==> config.mk <==
export PLATFORM = sky130hd
export DESIGN_NAME = glyph_bitmap_pixel_expander
export DESIGN_NICKNAME = d
export VERILOG_FILES = /design/src/rtl/gbpe_pkg.sv /design/src/rtl/gbpe_ctrl.sv /design/src/rtl/gbpe_dp.sv /design/src/rtl/glyph_bitmap_pixel_expander.sv
export SDC_FILE = /design/constraint.sdc
export NUM_CORES = 1
export LEC_CHECK = 0
export ABC_AREA = 1
export BUFFER_PORTS_ARGS = -buffer_cell sky130_fd_sc_hd__buf_2
export CORE_MARGIN = 2
export CORE_UTILIZATION = 63
export DETAILED_ROUTE_END_ITERATION = 12
export PLACE_DENSITY_LB_ADDON = 0.3
export SYNTH_ARGS = -nofsm -noshare
export SYNTH_HDL_FRONTEND = slang
export SYNTH_SLANG_ARGS = --single-unit
==> constraint.sdc <==
create_clock -name clk -period 5.99 [get_ports clk]
set_input_delay 0 -clock clk [delete_from_list [all_inputs] [get_ports clk]]
set_output_delay 0 -clock clk [all_outputs]
set_load 0.005 [all_outputs]
==> src/rtl/gbpe_pkg.sv <==
// Shared types and constants for the glyph bitmap pixel expander.
package gbpe_pkg;

	localparam int COORD_W = 12;
	localparam int COLOR_W = 24;
	localparam int PITCH_W = 8;
	localparam int BPP_W   = 4;

	// Screen limit: a write at or beyond this column or row is dropped.
	localparam int SCREEN_SPAN = 4096;
	localparam int PIX_LIM_I   = (SCREEN_SPAN < 4096) ? SCREEN_SPAN : 4096;
	localparam logic [COORD_W:0] PIX_LIM = (COORD_W + 1)'(PIX_LIM_I);

	localparam int BOLD_COPIES = 3;
	localparam int TOP_BIT     = 7;

	localparam logic OP_START = 1'b0;
	localparam logic OP_DATA  = 1'b1;

	localparam logic [BPP_W-1:0] BPP_MONO = 4'd1;
	localparam logic [BPP_W-1:0] BPP_WIDE = 4'd8;

	localparam logic REG_FONT_MODE  = 1'b0;
	localparam logic REG_FONT_COLOR = 1'b1;

	localparam int MODE_BOLD  = 0;
	localparam int MODE_ULINE = 1;

	typedef enum logic [1:0] {
		ST_IDLE,
		ST_SCAN,
		ST_FLUSH,
		ST_ERR
	} state_t;

	typedef struct packed {
		logic load_start;
		logic load_data;
		logic step;
		logic push_err;
		logic push_last;
	} dp_cmd_t;

	typedef struct packed {
		logic live;
		logic fmt_bad;
		logic cand_ok;
		logic scan_end;
		logic hold_full;
		logic out_free;
	} dp_stat_t;

endpackage

==> src/rtl/gbpe_ctrl.sv <==
// Controller state machine: sequences start, scan, flush and error beats.
module gbpe_ctrl (
	input  logic               clk,
	input  logic               arst_n,
	input  logic               in_valid,
	input  logic               opcode,
	input  gbpe_pkg::dp_stat_t stat,
	output logic               in_ready,
	output gbpe_pkg::dp_cmd_t  cmd
);
	import gbpe_pkg::*;

	state_t state_q;
	state_t state_d;
	logic   stall;

	// Scan must wait when a found pixel would push the held one into a full output.
	assign stall = stat.cand_ok && stat.hold_full && !stat.out_free;

	always_ff @(posedge clk or negedge arst_n) begin
		if (!arst_n) begin
			state_q <= ST_IDLE;
		end else begin
			state_q <= state_d;
		end
	end

	always_comb begin
		state_d = state_q;
		unique case (state_q)
			ST_IDLE: begin
				if (in_valid) begin
					if (opcode == OP_START) begin
						if (stat.fmt_bad) state_d = ST_ERR;
					end else if (stat.live) begin
						state_d = ST_SCAN;
					end
				end
			end
			ST_SCAN: begin
				if (!stall && stat.scan_end) state_d = ST_FLUSH;
			end
			ST_FLUSH: begin
				if (!stat.hold_full || stat.out_free) state_d = ST_IDLE;
			end
			ST_ERR: begin
				if (stat.out_free) state_d = ST_IDLE;
			end
			default: state_d = ST_IDLE;
		endcase
	end

	always_comb begin
		in_ready = 1'b0;
		cmd      = '0;
		unique case (state_q)
			ST_IDLE: begin
				in_ready = 1'b1;
				if (in_valid) begin
					if (opcode == OP_START) cmd.load_start = 1'b1;
					else if (stat.live) cmd.load_data = 1'b1;
				end
			end
			ST_SCAN: begin
				cmd.step = !stall;
			end
			ST_FLUSH: begin
				cmd.push_last = stat.hold_full && stat.out_free;
			end
			ST_ERR: begin
				cmd.push_err = stat.out_free;
			end
			default: ;
		endcase
	end

endmodule

==> src/rtl/gbpe_dp.sv <==
// Datapath: font registers, glyph geometry, pixel candidate unit and output register.
module gbpe_dp (
	input  logic                              clk,
	input  logic                              arst_n,
	input  gbpe_pkg::dp_cmd_t                 cmd,
	output gbpe_pkg::dp_stat_t                stat,
	input  logic                              cfg_valid,
	input  logic                              cfg_index,
	input  logic [gbpe_pkg::COLOR_W-1:0]      cfg_data,
	input  logic [gbpe_pkg::COORD_W-1:0]      box_left,
	input  logic [gbpe_pkg::COORD_W-1:0]      box_right,
	input  logic [gbpe_pkg::COORD_W-1:0]      box_top,
	input  logic [gbpe_pkg::COORD_W-1:0]      box_bottom,
	input  logic [gbpe_pkg::PITCH_W-1:0]      row_pitch,
	input  logic [gbpe_pkg::BPP_W-1:0]        bits_per_pixel,
	input  logic [7:0]                        data_byte,
	input  logic                              out_ready,
	output logic                              out_valid,
	output logic [gbpe_pkg::COORD_W-1:0]      pixel_x,
	output logic [gbpe_pkg::COORD_W-1:0]      pixel_y,
	output logic [gbpe_pkg::COLOR_W-1:0]      pixel_color,
	output logic                              format_error,
	output logic                              last
);
	import gbpe_pkg::*;

	logic [1:0]         font_mode_q;
	logic [COLOR_W-1:0] font_color_q;

	logic [COORD_W-1:0] left_q, right_q, top_q, bottom_q;
	logic [PITCH_W-1:0] pitch_q;
	logic               wide_q;
	logic               bad_q;
	logic [COORD_W-1:0] row_q;
	logic [PITCH_W-1:0] bir_q;

	logic [7:0]         byte_q;
	logic [PITCH_W-1:0] base_q;
	logic [COORD_W:0]   y_q;
	logic               ul_q;
	logic [2:0]         k_q;
	logic [1:0]         c_q;

	logic [COORD_W-1:0] hold_x_q;
	logic               hold_full_q;

	logic               out_valid_q;
	logic [COORD_W-1:0] pixel_x_q, pixel_y_q;
	logic [COLOR_W-1:0] pixel_color_q;
	logic               err_q;
	logic               last_q;

	logic [COORD_W:0]   row_y;
	logic [PITCH_W-1:0] bir_inc;
	logic [10:0]        off;
	logic               ink;
	logic [COORD_W:0]   x0;
	logic [COORD_W:0]   x;
	logic               cand_ok;
	logic [1:0]         last_c;
	logic               out_free;
	logic               push_hold;

	assign row_y   = {1'b0, top_q} + {1'b0, row_q};
	assign bir_inc = bir_q + 1'b1;

	assign off    = wide_q ? {3'b000, base_q} : {base_q, k_q};
	assign ink    = wide_q ? (|byte_q) : byte_q[3'(TOP_BIT) - k_q];
	assign x0     = {1'b0, left_q} + {2'b00, off};
	assign x      = x0 + {{(COORD_W-1){1'b0}}, c_q};
	assign last_c = font_mode_q[MODE_BOLD] ? 2'(BOLD_COPIES - 1) : 2'd0;

	// Covered by the row width, on screen, and inked or underlined.
	assign cand_ok = (ink || ul_q) && (x0 < {1'b0, right_q}) && (x < PIX_LIM) && (y_q < PIX_LIM);

	assign out_free  = !out_valid_q || out_ready;
	assign push_hold = cmd.step && cand_ok && hold_full_q;

	always_comb begin
		stat.live      = !bad_q && (row_y < {1'b0, bottom_q});
		stat.fmt_bad   = !(bits_per_pixel == BPP_MONO || bits_per_pixel == BPP_WIDE);
		stat.cand_ok   = cand_ok;
		stat.scan_end  = (wide_q || k_q == 3'(TOP_BIT)) && (c_q == last_c);
		stat.hold_full = hold_full_q;
		stat.out_free  = out_free;
	end

	always_ff @(posedge clk or negedge arst_n) begin
		if (!arst_n) begin
			font_mode_q  <= '0;
			font_color_q <= '0;
		end else if (cfg_valid) begin
			unique case (cfg_index)
				REG_FONT_MODE:  font_mode_q  <= cfg_data[1:0];
				REG_FONT_COLOR: font_color_q <= cfg_data;
				default: ;
			endcase
		end
	end

	// Glyph geometry and the row walk.
	always_ff @(posedge clk or negedge arst_n) begin
		if (!arst_n) begin
			left_q   <= '0;
			right_q  <= '0;
			top_q    <= '0;
			bottom_q <= '0;
			pitch_q  <= '0;
			wide_q   <= 1'b0;
			bad_q    <= 1'b0;
			row_q    <= '0;
			bir_q    <= '0;
		end else if (cmd.load_start) begin
			left_q   <= box_left;
			right_q  <= box_right;
			top_q    <= box_top;
			bottom_q <= box_bottom;
			pitch_q  <= row_pitch;
			wide_q   <= (bits_per_pixel == BPP_WIDE);
			bad_q    <= stat.fmt_bad;
			row_q    <= '0;
			bir_q    <= '0;
		end else if (cmd.load_data) begin
			// A pitch of zero wraps after 256 bytes.
			if (bir_inc == pitch_q) begin
				bir_q <= '0;
				row_q <= row_q + 1'b1;
			end else begin
				bir_q <= bir_inc;
			end
		end
	end

	// Capture the byte and its row context; step through pixels and copies.
	always_ff @(posedge clk) begin
		if (cmd.load_data) begin
			byte_q <= data_byte;
			base_q <= bir_q;
			y_q    <= row_y;
			ul_q   <= font_mode_q[MODE_ULINE] && (row_y + 1'b1 == {1'b0, bottom_q});
			k_q    <= '0;
			c_q    <= '0;
		end else if (cmd.step) begin
			if (c_q == last_c) begin
				c_q <= '0;
				k_q <= k_q + 1'b1;
			end else begin
				c_q <= c_q + 1'b1;
			end
		end
	end

	always_ff @(posedge clk or negedge arst_n) begin
		if (!arst_n) begin
			hold_full_q <= 1'b0;
		end else if (cmd.step && cand_ok) begin
			hold_full_q <= 1'b1;
		end else if (cmd.push_last) begin
			hold_full_q <= 1'b0;
		end
	end

	always_ff @(posedge clk) begin
		if (cmd.step && cand_ok) hold_x_q <= x[COORD_W-1:0];
	end

	always_ff @(posedge clk or negedge arst_n) begin
		if (!arst_n) begin
			out_valid_q <= 1'b0;
		end else if (push_hold || cmd.push_last || cmd.push_err) begin
			out_valid_q <= 1'b1;
		end else if (out_ready) begin
			out_valid_q <= 1'b0;
		end
	end

	always_ff @(posedge clk) begin
		if (cmd.push_err) begin
			pixel_x_q     <= '0;
			pixel_y_q     <= '0;
			pixel_color_q <= '0;
			err_q         <= 1'b1;
			last_q        <= 1'b1;
		end else if (push_hold || cmd.push_last) begin
			pixel_x_q     <= hold_x_q;
			pixel_y_q     <= y_q[COORD_W-1:0];
			pixel_color_q <= font_color_q;
			err_q         <= 1'b0;
			last_q        <= cmd.push_last;
		end
	end

	assign out_valid    = out_valid_q;
	assign pixel_x      = pixel_x_q;
	assign pixel_y      = pixel_y_q;
	assign pixel_color  = pixel_color_q;
	assign format_error = err_q;
	assign last         = last_q;

`ifndef ASSERT_OFF
	a_cmd_onehot: assert property (@(posedge clk) disable iff (!arst_n)
		$onehot0({cmd.load_start, cmd.load_data, cmd.step, cmd.push_err, cmd.push_last}))
		else $error("datapath commands overlap");

	a_push_free: assert property (@(posedge clk) disable iff (!arst_n)
		(push_hold || cmd.push_last || cmd.push_err) |-> out_free)
		else $error("output beat overwritten before it was taken");

	a_last_held: assert property (@(posedge clk) disable iff (!arst_n)
		cmd.push_last |-> hold_full_q)
		else $error("final pixel pushed from an empty hold register");

	a_new_byte_clean: assert property (@(posedge clk) disable iff (!arst_n)
		cmd.load_data |-> !hold_full_q)
		else $error("pixel from previous byte still held");

	a_err_beat: assert property (@(posedge clk) disable iff (!arst_n)
		cmd.push_err |=> (out_valid_q && err_q && last_q && pixel_color_q == '0))
		else $error("error beat malformed");
`endif

endmodule

==> src/rtl/glyph_bitmap_pixel_expander.sv <==
// Top level of the glyph bitmap pixel expander: controller plus datapath.
//
//  channel | valid     | ready     | payload
//  --------+-----------+-----------+-------------------------------------------------
//  in      | in_valid  | in_ready  | opcode, box_*, row_pitch, bits_per_pixel, data_byte
//  out     | out_valid | out_ready | pixel_x, pixel_y, pixel_color, format_error, last
//  cfg     | cfg_valid | cfg_ready | cfg_index, cfg_data
//
// A start beat loads the glyph box; a bad format then adds an error beat.
// A data beat scans copies copies of each of 8 pixels for 1 bpp (copies is 3 in bold, else 1)
// and of one pixel for 8 bpp; the candidate unit tests one pixel copy per cycle unless stalled.
// A full output register stalls the scan; the next input beat waits until the scan ends.
// Reset clears font registers, glyph box, state and valid flags; no clearing pass.
module glyph_bitmap_pixel_expander (
	input  logic                         clk,
	input  logic                         arst_n,
	input  logic                         cfg_valid,
	output logic                         cfg_ready,
	input  logic                         cfg_index,
	input  logic [gbpe_pkg::COLOR_W-1:0] cfg_data,
	input  logic                         in_valid,
	output logic                         in_ready,
	input  logic                         opcode,
	input  logic [gbpe_pkg::COORD_W-1:0] box_left,
	input  logic [gbpe_pkg::COORD_W-1:0] box_right,
	input  logic [gbpe_pkg::COORD_W-1:0] box_top,
	input  logic [gbpe_pkg::COORD_W-1:0] box_bottom,
	input  logic [gbpe_pkg::PITCH_W-1:0] row_pitch,
	input  logic [gbpe_pkg::BPP_W-1:0]   bits_per_pixel,
	input  logic [7:0]                   data_byte,
	output logic                         out_valid,
	input  logic                         out_ready,
	output logic [gbpe_pkg::COORD_W-1:0] pixel_x,
	output logic [gbpe_pkg::COORD_W-1:0] pixel_y,
	output logic [gbpe_pkg::COLOR_W-1:0] pixel_color,
	output logic                         format_error,
	output logic                         last
);
	import gbpe_pkg::*;

	dp_cmd_t  cmd;
	dp_stat_t stat;

	// Registers are plain flops: take every write at once.
	assign cfg_ready = 1'b1;

	gbpe_ctrl u_ctrl (
		.clk      (clk),
		.arst_n   (arst_n),
		.in_valid (in_valid),
		.opcode   (opcode),
		.stat     (stat),
		.in_ready (in_ready),
		.cmd      (cmd)
	);

	gbpe_dp u_dp (
		.clk            (clk),
		.arst_n         (arst_n),
		.cmd            (cmd),
		.stat           (stat),
		.cfg_valid      (cfg_valid),
		.cfg_index      (cfg_index),
		.cfg_data       (cfg_data),
		.box_left       (box_left),
		.box_right      (box_right),
		.box_top        (box_top),
		.box_bottom     (box_bottom),
		.row_pitch      (row_pitch),
		.bits_per_pixel (bits_per_pixel),
		.data_byte      (data_byte),
		.out_ready      (out_ready),
		.out_valid      (out_valid),
		.pixel_x        (pixel_x),
		.pixel_y        (pixel_y),
		.pixel_color    (pixel_color),
		.format_error   (format_error),
		.last           (last)
	);

endmodule
==> out/qor.json, run 1 <==
{
  "tritoncts_num_sinks": {"value": 205},
  "layout-area-overhead-vs-synth": {"value": 23.4, "unit": "%"},
  "synth.area.top_cells": {"value": "dfrtp_1, nand2_1, edfxtp_1"},
  "antenna_cells": {"value": 0},
  "irDropWorstVdd": {"value": 0.000341, "unit": "V"},
  "skew": {"value": 0.00925, "unit": "ns"},
  "maximum_number_of_pins_on_one_net_before_global_route_repair": {"value": 87},
  "slew_headroom": {"value": 22.4, "unit": "%"},
  "fmax": {"value": 217, "unit": "MHz"},
  "setup-violations-final": {"value": 0},
  "cp.required": {"value": 6.41, "unit": "ns"},
  "status": {"value": "finished, final reports clean"},
  "nets": {"value": 1849},
  "numCtsBuffers": {"value": 23},
  "post-route-min-period": {"value": 4.60, "unit": "ns"},
  "number_of_i_o_pins": {"value": 152},
  "drtIter0Drc": {"value": 739},
  "drt_pre_antenna_iters": {"value": 7},
  "cts.hold.buffers_added": {"value": 99},
  "regToRegSetupSlack": {"value": 1.39, "unit": "ns"},
  "fin_setup_tns": {"value": 0, "unit": "ns"},
  "finalHoldViolations": {"value": 0},
  "die_h": {"value": 138, "unit": "um"},
  "whs_path_depth": {"value": 5},
  "postSynthRegisterBits": {"value": 205},
  "vias_in_the_first_global_route": {"value": 9822},
  "crit_path_end_kind": {"value": "flip-flop"},
  "leakage_power": {"value": 7.40, "unit": "nW"},
  "h-tree-depth": {"value": 1},
  "finalWeightedCongestion": {"value": 0.953},
  "detail_route.wirelength": {"value": 28.4, "unit": "mm"},
  "global_route.overflow_total": {"value": 0},
  "antenna_found_initial": {"value": 0},
  "min_path_type": {"value": "in -> reg"},
  "seq_area_frac_synth": {"value": 44.9, "unit": "%"},
  "holdPathEnd": {"value": "u_dp.bad_q$_DFFE_PN0P_"},
  "ys.flop_type": {"value": "dfrtp_1"},
  "ant_nets": {"value": 0},
  "critical-path-top-delay-family": {"value": "simple AND/OR/NAND/NOR gates"},
  "r2r.worst_path.cells": {"value": 22},
  "timing.critical_path.buf_inv": {"value": 3},
  "critical_path_arrival": {"value": 5.03, "unit": "ns"},
  "synth_edf_count": {"value": 42},
  "crit_type": {"value": "reg -> reg"},
  "p_total": {"value": 7.10, "unit": "mW"},
  "cell_occurring_most_often_along_the_worst_timing_path": {"value": "nand2_1"},
  "post_cts_resized": {"value": 0},
  "synth_net_count": {"value": 1613},
  "yosys.cell_types.count": {"value": 50},
  "syn-instance-count": {"value": 1458},
  "detail_route.vias_per_cell": {"value": 5.30},
  "wire_length_of_the_first_global_routing_pass": {"value": 46.0, "unit": "mm"},
  "drv_cap": {"value": 0},
  "power_density": {"value": 509, "unit": "nW/um2"},
  "grt_setup_unrepaired": {"value": "no"},
  "critical_path_peak_fanout": {"value": 49},
  "path_cells": {"value": "inv_1, nand2_1, o21ai_0, ha_1, nand2_1, nor2_1, nand3_1, nand3_1, nand2_1, nand2_1, inv_1, ha_1, a21o_1, a211oi_1, nand3_1, nor2_1, nand4_4, inv_2, nand2_4, nand3_1, nand2_1, nor2_1"},
  "floorplan_die_width": {"value": 138, "unit": "um"},
  "max-clock-path-buffers": {"value": 3},
  "critPathSlowestCell": {"value": "dfrtp_1"},
  "start_util": {"value": 64.8, "unit": "%"},
  "ys_top_cells_by_count": {"value": "nand2_1, inv_1, nor2_1"},
  "syn-cell-area": {"value": 11300, "unit": "um2"},
  "syn_area_cell": {"value": 7.74, "unit": "um2"},
  "cts.root.buffer_cell": {"value": "clkbuf_16"},
  "final_area": {"value": 13900, "unit": "um2"},
  "yosysWarningCount": {"value": 0},
  "start_kind": {"value": "flip-flop"},
  "routedWlPerCell": {"value": 14.7, "unit": "um"},
  "timing.rr.end": {"value": "u_dp.pixel_color[10]$_SDFFE_PP0P_"},
  "critPathMaxStageDelay": {"value": 0.65, "unit": "ns"},
  "min_period_over_period": {"value": 76.8, "unit": "%"},
  "std_cell_rows": {"value": 48},
  "vias": {"value": 10300},
  "async_flop_share": {"value": 52.7, "unit": "%"},
  "count_of_input_and_output_buffers": {"value": 150},
  "floorplan.die_area": {"value": 19000, "unit": "um2"},
  "worstMarginPinSlew": {"value": 1.16, "unit": "ns"},
  "critical_path.reg2reg.startpoint": {"value": "u_dp.wide_q$_DFFE_PN0P_"},
  "postCtsSetupBuffers": {"value": 0},
  "insertion_delay": {"value": 0.50, "unit": "ns"},
  "clock_edge_transition_at_the_registers_on_the_reported_setup_and_hold_paths": {"value": 0.06, "unit": "ns"},
  "detail_route.drc_violations": {"value": 0},
  "post-synth-top-area-cell": {"value": "dfrtp_1"},
  "hpwl": {"value": 18.6, "unit": "mm"},
  "cts_tree": {"value": "built"},
  "yosysTopAreaCellShare": {"value": 23.9, "unit": "%"},
  "share_of_post_route_cells_with_drive_strength_above_1": {"value": 15.5, "unit": "%"},
  "post_dp_cell_area": {"value": 12200, "unit": "um2"},
  "critical_path_depth": {"value": 22},
  "maxSlewViolCount": {"value": 0},
  "most_used_standard_cell_by_instance_count_after_synthesis": {"value": "nand2_1"},
  "all_layer_gr_usage": {"value": 30.2, "unit": "%"},
  "hold_wc_startpoint": {"value": "bits_per_pixel[3]"},
  "core": {"value": 17400, "unit": "um2"}
}
==> worst max path at each step <==
stage	start	end
after floorplan	u_dp.wide_q$_DFFE_PN0P_	u_dp.pixel_color[14]$_SDFFE_PP0P_
after global placement	u_dp.wide_q$_DFFE_PN0P_	u_dp.pixel_y[6]$_SDFFE_PP0P_
after detailed placement	u_dp.wide_q$_DFFE_PN0P_	u_dp.pixel_y[8]$_SDFFE_PP0P_
after CTS	u_dp.wide_q$_DFFE_PN0P_	u_dp.pixel_y[10]$_SDFFE_PP0P_
after global routing	u_dp.wide_q$_DFFE_PN0P_	u_dp.pixel_color[13]$_SDFFE_PP0P_
final	u_dp.wide_q$_DFFE_PN0P_	u_dp.pixel_color[10]$_SDFFE_PP0P_
==> where the power goes <==
group,internal (mW),switching [mW],total [mW]
Sequential,1.98,0.311,2.29
Clock,0.884,0.553,1.44
Combinational,1.26,2.11,3.37
==> through the flow <==
stage               std cells  worst slack [ns]  hold slack, ns  util, %
global route             1935             0.963           0.156     80.0
detailed placement       1795              1.57           0.164     69.8
finish                   1935              1.39           0.118     80.0
CTS                      1935              1.53          0.0861     80.0
floorplan                1458              2.20          -0.296        -
global placement         1795              1.69           0.145     69.8
==> final cells by class <==
class                      count  area [um2]
multi-input combinational   1010        5270
sequential                   205        5060
fill                        1139        3480
timing repair buffer         253        1770
inverter                     201         754
clock buffer                  36         736
tap                          225         282
clock inverter                 5        53.8
==> worst reg2reg max path: cells and delay by family (launching register included) <==
family          cells  cell delay, ns
fa+ha+maj           2            0.69
flops               1            0.65
compound gates      3            0.48
buf+inv             3            0.54
simple gates       14            2.19
==> sequential cells by signal, summed over array words and instances (netlist names), 12 cells and up <==
register and flops:
u_dp.bottom_q 12, u_dp.pixel_color 24, u_dp.hold_x_q 12, u_dp.font_color_q 24, u_dp.left_q 12, u_dp.top_q 12
u_dp.row_q 12, u_dp.pixel_x 12, u_dp.y_q 13, u_dp.right_q 12, u_dp.pixel_y 12
==> cells in the final DEF (no fill, tap or decap), drive strengths merged, types with 2 or more instances in the layout <==
cell | synthesis | routed
nand2 | 443 | 443
inv | 201 | 201
nor2 | 174 | 174
buf | 15 | 154
nand3 | 123 | 123
dfrtp | 108 | 108
dlygate4sd3 | 0 | 99
o21ai | 61 | 61
dfxtp | 55 | 55
ha | 53 | 53
edfxtp | 42 | 42
clkbuf | 27 | 36
a21oi | 35 | 35
xor2 | 25 | 25
nand4 | 23 | 23
mux2 | 22 | 22
or2 | 11 | 11
nor3 | 9 | 9
xnor2 | 8 | 8
nand3b | 4 | 4
o22ai | 3 | 3
fa | 3 | 3
clkinv | 0 | 3
nor4 | 2 | 2
==> per-layer routing <==
metal	track usage [%]	wire length [um]	vias to the layer above
met3	4.60	1830	66
met1	38.6	11900	4776
li1	-	-	5079
met2	53.7	14100	340
met5	0	0	-
met4	7.65	582	0
==> kinds of logic (layout without fill, tap and decap cells) <==
group	count (synthesis)	in the layout	share of synthesized area [%]
AOI/OAI and AO/OA	107	107	4.97
xor gates and xnor gates	34	34	2.93
adders and majority gates	56	56	6.41
buffers and inverters	243	495	8.56
DFF	205	205	44.9
muxes	22	22	2.20
other	1	1	0.0332
and+or+nand+nor	790	790	30.0
(Power assumes the default switching activity.)
==> run 2: changes to the inputs <==
- CORE_UTILIZATION: 63 -> 58
- clock period: 5.99 -> 4.49 ns (I/O delays scaled with it)
==> run 2 against run 1 <==
Sequential share of layout area about the same. Via count down 2.4%. Final cell count up 2.3%. Clock power up 17%. Core utilization down 7.7 points. Clock-buffer cell count down 8.
==> out/qor.json, run 2 (synthesized netlist as in run 1, its figures left out) <==
{
  "status": {"value": "finished, final reports clean"},
  "worst_hold_slack": {"value": 0.117, "unit": "ns"},
  "drv_cap": {"value": 0},
  "finalHoldViolations": {"value": 0},
  "crit_path_end_kind": {"value": "flip-flop"},
  "post-route-min-period": {"value": 4.02, "unit": "ns"},
  "regToRegSetupSlack": {"value": 0.47, "unit": "ns"},
  "number_of_i_o_pins": {"value": 152},
  "min_path_type": {"value": "in -> async"},
  "tritoncts_num_sinks": {"value": 205},
  "leakage_power": {"value": 7.38, "unit": "nW"},
  "maxSlewViolCount": {"value": 0},
  "h-tree-depth": {"value": 1},
  "all_layer_gr_usage": {"value": 26.9, "unit": "%"},
  "clock_edge_transition_at_the_registers_on_the_reported_setup_and_hold_paths": {"value": 0.06, "unit": "ns"},
  "drt_pre_antenna_iters": {"value": 5},
  "detail_route.drc_violations": {"value": 0},
  "detail_route.vias_per_cell": {"value": 5.06},
  "layout-area-overhead-vs-synth": {"value": 23.4, "unit": "%"},
  "fmax": {"value": 249, "unit": "MHz"},
  "slew_headroom": {"value": 27.2, "unit": "%"},
  "start_kind": {"value": "flip-flop"},
  "worst_slack": {"value": 0.466, "unit": "ns"},
  "die_h": {"value": 143, "unit": "um"},
  "worstMarginPinSlew": {"value": 1.09, "unit": "ns"},
  "vias_in_the_first_global_route": {"value": 9547},
  "layout.area.seq": {"value": 5060, "unit": "um2"},
  "numCtsBuffers": {"value": 22},
  "cts_tree": {"value": "built"},
  "critical_path_arrival": {"value": 4.42, "unit": "ns"},
  "leading_cell_type_in_the_layout_fill_and_taps_excluded": {"value": "nand2_1"},
  "min_period_over_period": {"value": 89.6, "unit": "%"},
  "crit_type": {"value": "reg -> reg"},
  "most_frequent_cells_in_the_layout": {"value": "nand2_1, inv_1, nor2_1, buf_2, nand3_1"},
  "p_total": {"value": 9.19, "unit": "mW"},
  "fillCellCount": {"value": 1501},
  "insertion_delay": {"value": 0.51, "unit": "ns"},
  "nets": {"value": 1853},
  "utilization": {"value": 72.3, "unit": "%"},
  "maximum_number_of_pins_on_one_net_before_global_route_repair": {"value": 87},
  "drtIter0Drc": {"value": 515},
  "critical_path_peak_fanout": {"value": 25},
  "detail_route.wirelength": {"value": 27.7, "unit": "mm"},
  "floorplan.die_area": {"value": 20600, "unit": "um2"},
  "r2r.worst_path.cells": {"value": 21},
  "fin_setup_tns": {"value": 0, "unit": "ns"},
  "place_ws": {"value": 0.240, "unit": "ns"},
  "count_of_input_and_output_buffers": {"value": 150},
  "timing.rr.end": {"value": "u_dp.pixel_color[3]$_SDFFE_PP0P_"},
  "start_util": {"value": 58.6, "unit": "%"},
  "routedWlPerCell": {"value": 14.0, "unit": "um"},
  "finalWeightedCongestion": {"value": 0.899},
  "skew": {"value": 0.0190, "unit": "ns"},
  "floorplan_die_width": {"value": 143, "unit": "um"},
  "postCtsSetupBuffers": {"value": 0},
  "cts.root.buffer_cell": {"value": "clkbuf_16"},
  "global_route.overflow_total": {"value": 0},
  "share_of_post_route_cells_with_drive_strength_above_1": {"value": 15.7, "unit": "%"},
  "antenna_found_initial": {"value": 0},
  "cp.required": {"value": 4.89, "unit": "ns"},
  "ant_nets": {"value": 0},
  "core": {"value": 19300, "unit": "um2"},
  "hpwl": {"value": 18.3, "unit": "mm"},
  "critical_path.reg2reg.startpoint": {"value": "u_dp.wide_q$_DFFE_PN0P_"},
  "vias": {"value": 10000},
  "wire_length_of_the_first_global_routing_pass": {"value": 44.7, "unit": "mm"},
  "irDropWorstVdd": {"value": 0.000469, "unit": "V"},
  "std_cell_rows": {"value": 51},
  "setup-violations-final": {"value": 0},
  "multi_input_area": {"value": 5280, "unit": "um2"},
  "max-clock-path-buffers": {"value": 3},
  "grt_setup_unrepaired": {"value": "no"},
  "power_density": {"value": 660, "unit": "nW/um2"}
}
run 2: changes by cell type in the layout (fill, tap and decap cells not counted), moves of 2 or more:
cell / before / now
clkbuf_8: 9 / 3
clkinv_2: 2 / 8
buf_4: 5 / 8
clkbuf_16: 24 / 22
nor2_1: 168 / 166
nor2_2: 3 / 5
run 2: how the worst max path moves through the flow:
stage,from,to,slack [ns],cells after the start
2_1_floorplan,u_dp.wide_q$_DFFE_PN0P_,u_dp.pixel_color[14]$_SDFFE_PP0P_,0.70,26
5_1_grt,u_dp.k_q[0]$_SDFFE_PP0P_,u_dp.pixel_x[2]$_SDFFE_PP0P_,0.05,21
3_3_place_gp,u_dp.k_q[0]$_SDFFE_PP0P_,u_dp.out_valid$_DFFE_PN0P_,0.42,20
3_5_place_dp,u_dp.k_q[0]$_SDFFE_PP0P_,u_dp.out_valid$_DFFE_PN0P_,0.24,20
4_1_cts,u_dp.k_q[0]$_SDFFE_PP0P_,u_dp.pixel_x[5]$_SDFFE_PP0P_,0.21,21
6_report,u_dp.wide_q$_DFFE_PN0P_,u_dp.pixel_color[3]$_SDFFE_PP0P_,0.47,21
run 2: routing by layer:
layer	vias up	routed length (um)	track usage (%)
li1	5089	-	-
met3	55	1350	3.70
met1	4629	12000	34.6
met2	246	13500	47.0
met5	-	0	0
met4	0	783	8.77
run 2: layout make-up:
class / count / area share [%]
inverter: 201 / 5.42
tap: 265 / 2.38
antenna: 1 / 0.0180
clock buffer: 28 / 4.33
clock inverter: 12 / 0.512
multi-input combinational: 1011 / 37.9
sequential: 205 / 36.4
timing repair buffer: 257 / 13.0
run 2: stage by stage:
stage | cell area [um2] | cells
finish | 13900 | 1980
global route | 13900 | 1979
CTS | 13900 | 1978
detailed placement | 12200 | 1839
global placement | 12200 | 1839
floorplan | 11300 | 1458
run 2: where the power goes:
| group | internal (mW) | switching [mW] |
|---|---|---|
| logic | 1.69 | 2.77 |
| clock network | 0.952 | 0.738 |
| registers | 2.64 | 0.402 |
run 2: worst max-delay path, stage by stage (launching register included):
cell and delay (ns):
dfrtp_1 0.50, inv_1 0.17, nand2_1 0.08, o21ai_0 0.08
ha_1 0.39, nand2_1 0.12, nor2_1 0.15, nand3_1 0.11
nand3_1 0.10, nand2_1 0.06, nand2_1 0.14, inv_1 0.06
ha_1 0.29, a21o_1 0.19, a211oi_1 0.28, nand3_1 0.13
nor2_2 0.19, nand4_4 0.14, nor2_2 0.24, nor2_4 0.19
nor2_1 0.21, nor2_1 0.07
run 2: timing repair:
action	4_1_cts	5_1_grt
hold buffers	99	0
resized for setup	0	3
hold endpoints to repair	157	0
setup endpoints to repair	0	50
==> run 3: changes to the inputs <==
==> constraint.sdc (replaced) <==
create_clock -name clk -period 4.49 [get_ports clk]
set_input_delay 0.6735 -clock clk [delete_from_list [all_inputs] [get_ports clk]]
set_output_delay 0.6735 -clock clk [all_outputs]
set_load 0.005 [all_outputs]
==> run 3 against run 2 <==
Global-route usage is 1.9 points lower. Flip-flop and latch count stayed put. Routed wire length is 6.1% lower. Non-clock buffer count is 98 lower. Worst hold slack better by 0.081 ns. Final cell count is 5.0% lower. Clock-buffer cell count is 1 lower. Via count is 4.7% lower. Sequential power hardly changed. Critical path type unchanged. Critical endpoint is now u_dp.pixel_color[7]$_SDFFE_PP0P_. Largest power group unchanged.
==> out/qor.json, run 3 (synthesized netlist as in run 1, its figures left out) <==
{
  "status": {"value": "finished, final reports clean"},
  "h-tree-depth": {"value": 1},
  "insertion_delay": {"value": 0.51, "unit": "ns"},
  "fillCellCount": {"value": 1668},
  "start_kind": {"value": "flip-flop"},
  "cts.root.buffer_cell": {"value": "clkbuf_16"},
  "fin_setup_tns": {"value": 0, "unit": "ns"},
  "min_period_over_period": {"value": 89.8, "unit": "%"},
  "start_util": {"value": 58.6, "unit": "%"},
  "nets": {"value": 1755},
  "critical_path_peak_fanout": {"value": 25},
  "path_cells": {"value": "inv_1, nand2_1, o21ai_0, ha_1, nand2_1, nor2_1, nand3_1, nand3_1, nand2_1, nand2_1, inv_1, ha_1, a21o_1, a211oi_1, nand3_1, nor2_1, nand4_4, nor2_2, nor2_4, nor2_1, nor2_1"},
  "utilization": {"value": 67.2, "unit": "%"},
  "critPathMaxStageDelay": {"value": 0.51, "unit": "ns"},
  "critical_path_arrival": {"value": 4.43, "unit": "ns"},
  "fmax": {"value": 248, "unit": "MHz"},
  "timing.critical_path.buf_inv": {"value": 2},
  "irDropWorstVdd": {"value": 0.000336, "unit": "V"},
  "maximum_number_of_pins_on_one_net_before_global_route_repair": {"value": 87},
  "critical-path-top-delay-family": {"value": "simple AND/OR/NAND/NOR gates"},
  "leading_cell_type_in_the_layout_fill_and_taps_excluded": {"value": "nand2_1"},
  "post-route-min-period": {"value": 4.03, "unit": "ns"},
  "leakage_power": {"value": 6.97, "unit": "nW"},
  "clock_edge_transition_at_the_registers_on_the_reported_setup_and_hold_paths": {"value": 0.07, "unit": "ns"},
  "layout-area-overhead-vs-synth": {"value": 14.8, "unit": "%"},
  "all_layer_gr_usage": {"value": 25.0, "unit": "%"},
  "finalWeightedCongestion": {"value": 0.905},
  "floorplan.die_area": {"value": 20600, "unit": "um2"},
  "power_density": {"value": 704, "unit": "nW/um2"},
  "max-clock-path-buffers": {"value": 3},
  "numCtsBuffers": {"value": 22},
  "most_frequent_cells_in_the_layout": {"value": "nand2_1, inv_1, nor2_1, buf_2, nand3_1"},
  "detail_route.drc_violations": {"value": 0},
  "core": {"value": 19300, "unit": "um2"},
  "hpwl": {"value": 18.4, "unit": "mm"},
  "crit_type": {"value": "reg -> reg"},
  "share_of_post_route_cells_with_drive_strength_above_1": {"value": 16.6, "unit": "%"},
  "postCtsSetupBuffers": {"value": 0},
  "maxSlewViolCount": {"value": 0},
  "global_route.overflow_total": {"value": 0},
  "drv_cap": {"value": 0},
  "drt_pre_antenna_iters": {"value": 5},
  "min_path_type": {"value": "in -> async"},
  "setup-violations-final": {"value": 0},
  "count_of_input_and_output_buffers": {"value": 150},
  "wire_length_of_the_first_global_routing_pass": {"value": 41.8, "unit": "mm"},
  "cts_tree": {"value": "built"},
  "cp.required": {"value": 4.89, "unit": "ns"},
  "skew": {"value": 0.0206, "unit": "ns"},
  "vias_in_the_first_global_route": {"value": 8936},
  "antenna_found_initial": {"value": 0},
  "drtIter0Drc": {"value": 563},
  "die_h": {"value": 143, "unit": "um"},
  "vias": {"value": 9550},
  "grt_setup_unrepaired": {"value": "no"},
  "std_cell_rows": {"value": 51},
  "antenna_cells": {"value": 0},
  "detail_route.wirelength": {"value": 26.0, "unit": "mm"},
  "crit_path_end_kind": {"value": "flip-flop"},
  "worstMarginPinSlew": {"value": 1.12, "unit": "ns"},
  "floorplan_die_width": {"value": 143, "unit": "um"},
  "tritoncts_num_sinks": {"value": 205},
  "ant_nets": {"value": 0},
  "finalHoldViolations": {"value": 0},
  "detail_route.vias_per_cell": {"value": 5.08},
  "critPathSlowestCell": {"value": "dfrtp_1"},
  "number_of_i_o_pins": {"value": 152},
  "routedWlPerCell": {"value": 13.8, "unit": "um"},
  "slew_headroom": {"value": 25.3, "unit": "%"}
}
==> run 3: cell count changes in the layout (fill, tap and decap cells not counted), sizes merged <==
cell         before  now
clkbuf           28   27
dlygate4sd3      99    0
diode             1    0
buf             158  159
bufinv            0    1
==> run 3: routing by layer <==
| layer | global-route usage [%] | vias up | part of all wire [%] |
|---|---|---|---|
| met4 | 5.88 | 0 | 2.0 |
| met2 | 43.8 | 240 | 49 |
| met1 | 33.4 | 4382 | 44 |
| met5 | 0 | - | 0 |
| li1 | - | 4895 | - |
| met3 | 2.93 | 33 | 5.3 |
==> run 3: where the power goes <==
| group | internal (mW) | switching, mW |
|---|---|---|
| Sequential | 2.64 | 0.398 |
| Combinational | 1.64 | 2.72 |
| Clock | 0.993 | 0.735 |
==> run 3: area by class of cell <==
cell class	instances	area [um2]	share of cell area, %
clock inverters	13	100	0.773
flip-flops and latches	205	5060	39.1
clock buffers	27	589	4.55
multi-input cells	1011	5280	40.8
well taps	265	332	2.56
repair buffers	159	833	6.43
inverters	201	754	5.82
==> run 3: repair_timing <==
item | in CTS | in global routing
endpoints found under the setup margin | 0 | 50
resized for setup | 0 | 2
hold buffers | 0 | 0
==> run 3: worst paths after layout <==
kind	from	cells after the start	endpoint	slack (ns)
worst max-delay path	u_dp.wide_q$_DFFE_PN0P_	21	u_dp.pixel_color[7]$_SDFFE_PP0P_	0.46
worst min-delay path	arst_n	1	u_dp.bottom_q[11]$_DFFE_PN0P_	0.20
worst max register to register	u_dp.wide_q$_DFFE_PN0P_	21	u_dp.pixel_color[7]$_SDFFE_PP0P_	0.46
worst min register to register	u_dp.format_error$_SDFFE_PP1P_	2	u_dp.format_error$_SDFFE_PP1P_	0.45
max in group asynchronous	arst_n	2	u_dp.right_q[5]$_DFFE_PN0P_	3.38
min in group clk	data_byte[5]	1	u_dp.byte_q[5]$_DFFE_PP_	0.35
==> run 3: metrics by stage <==
step	worst slack (ns)	instance area (um2)	power, mW	instances	hold slack, ns
after floorplan	0.702	11300	6.18	1458	0.378
after global placement	0.386	12300	7.19	1840	0.426
after detailed placement	0.234	12300	7.36	1840	0.437
after CTS	0.189	12900	9.14	1880	0.211
after global routing	0.0718	13000	9.97	1881	0.239
final	0.458	13000	9.12	1881	0.198
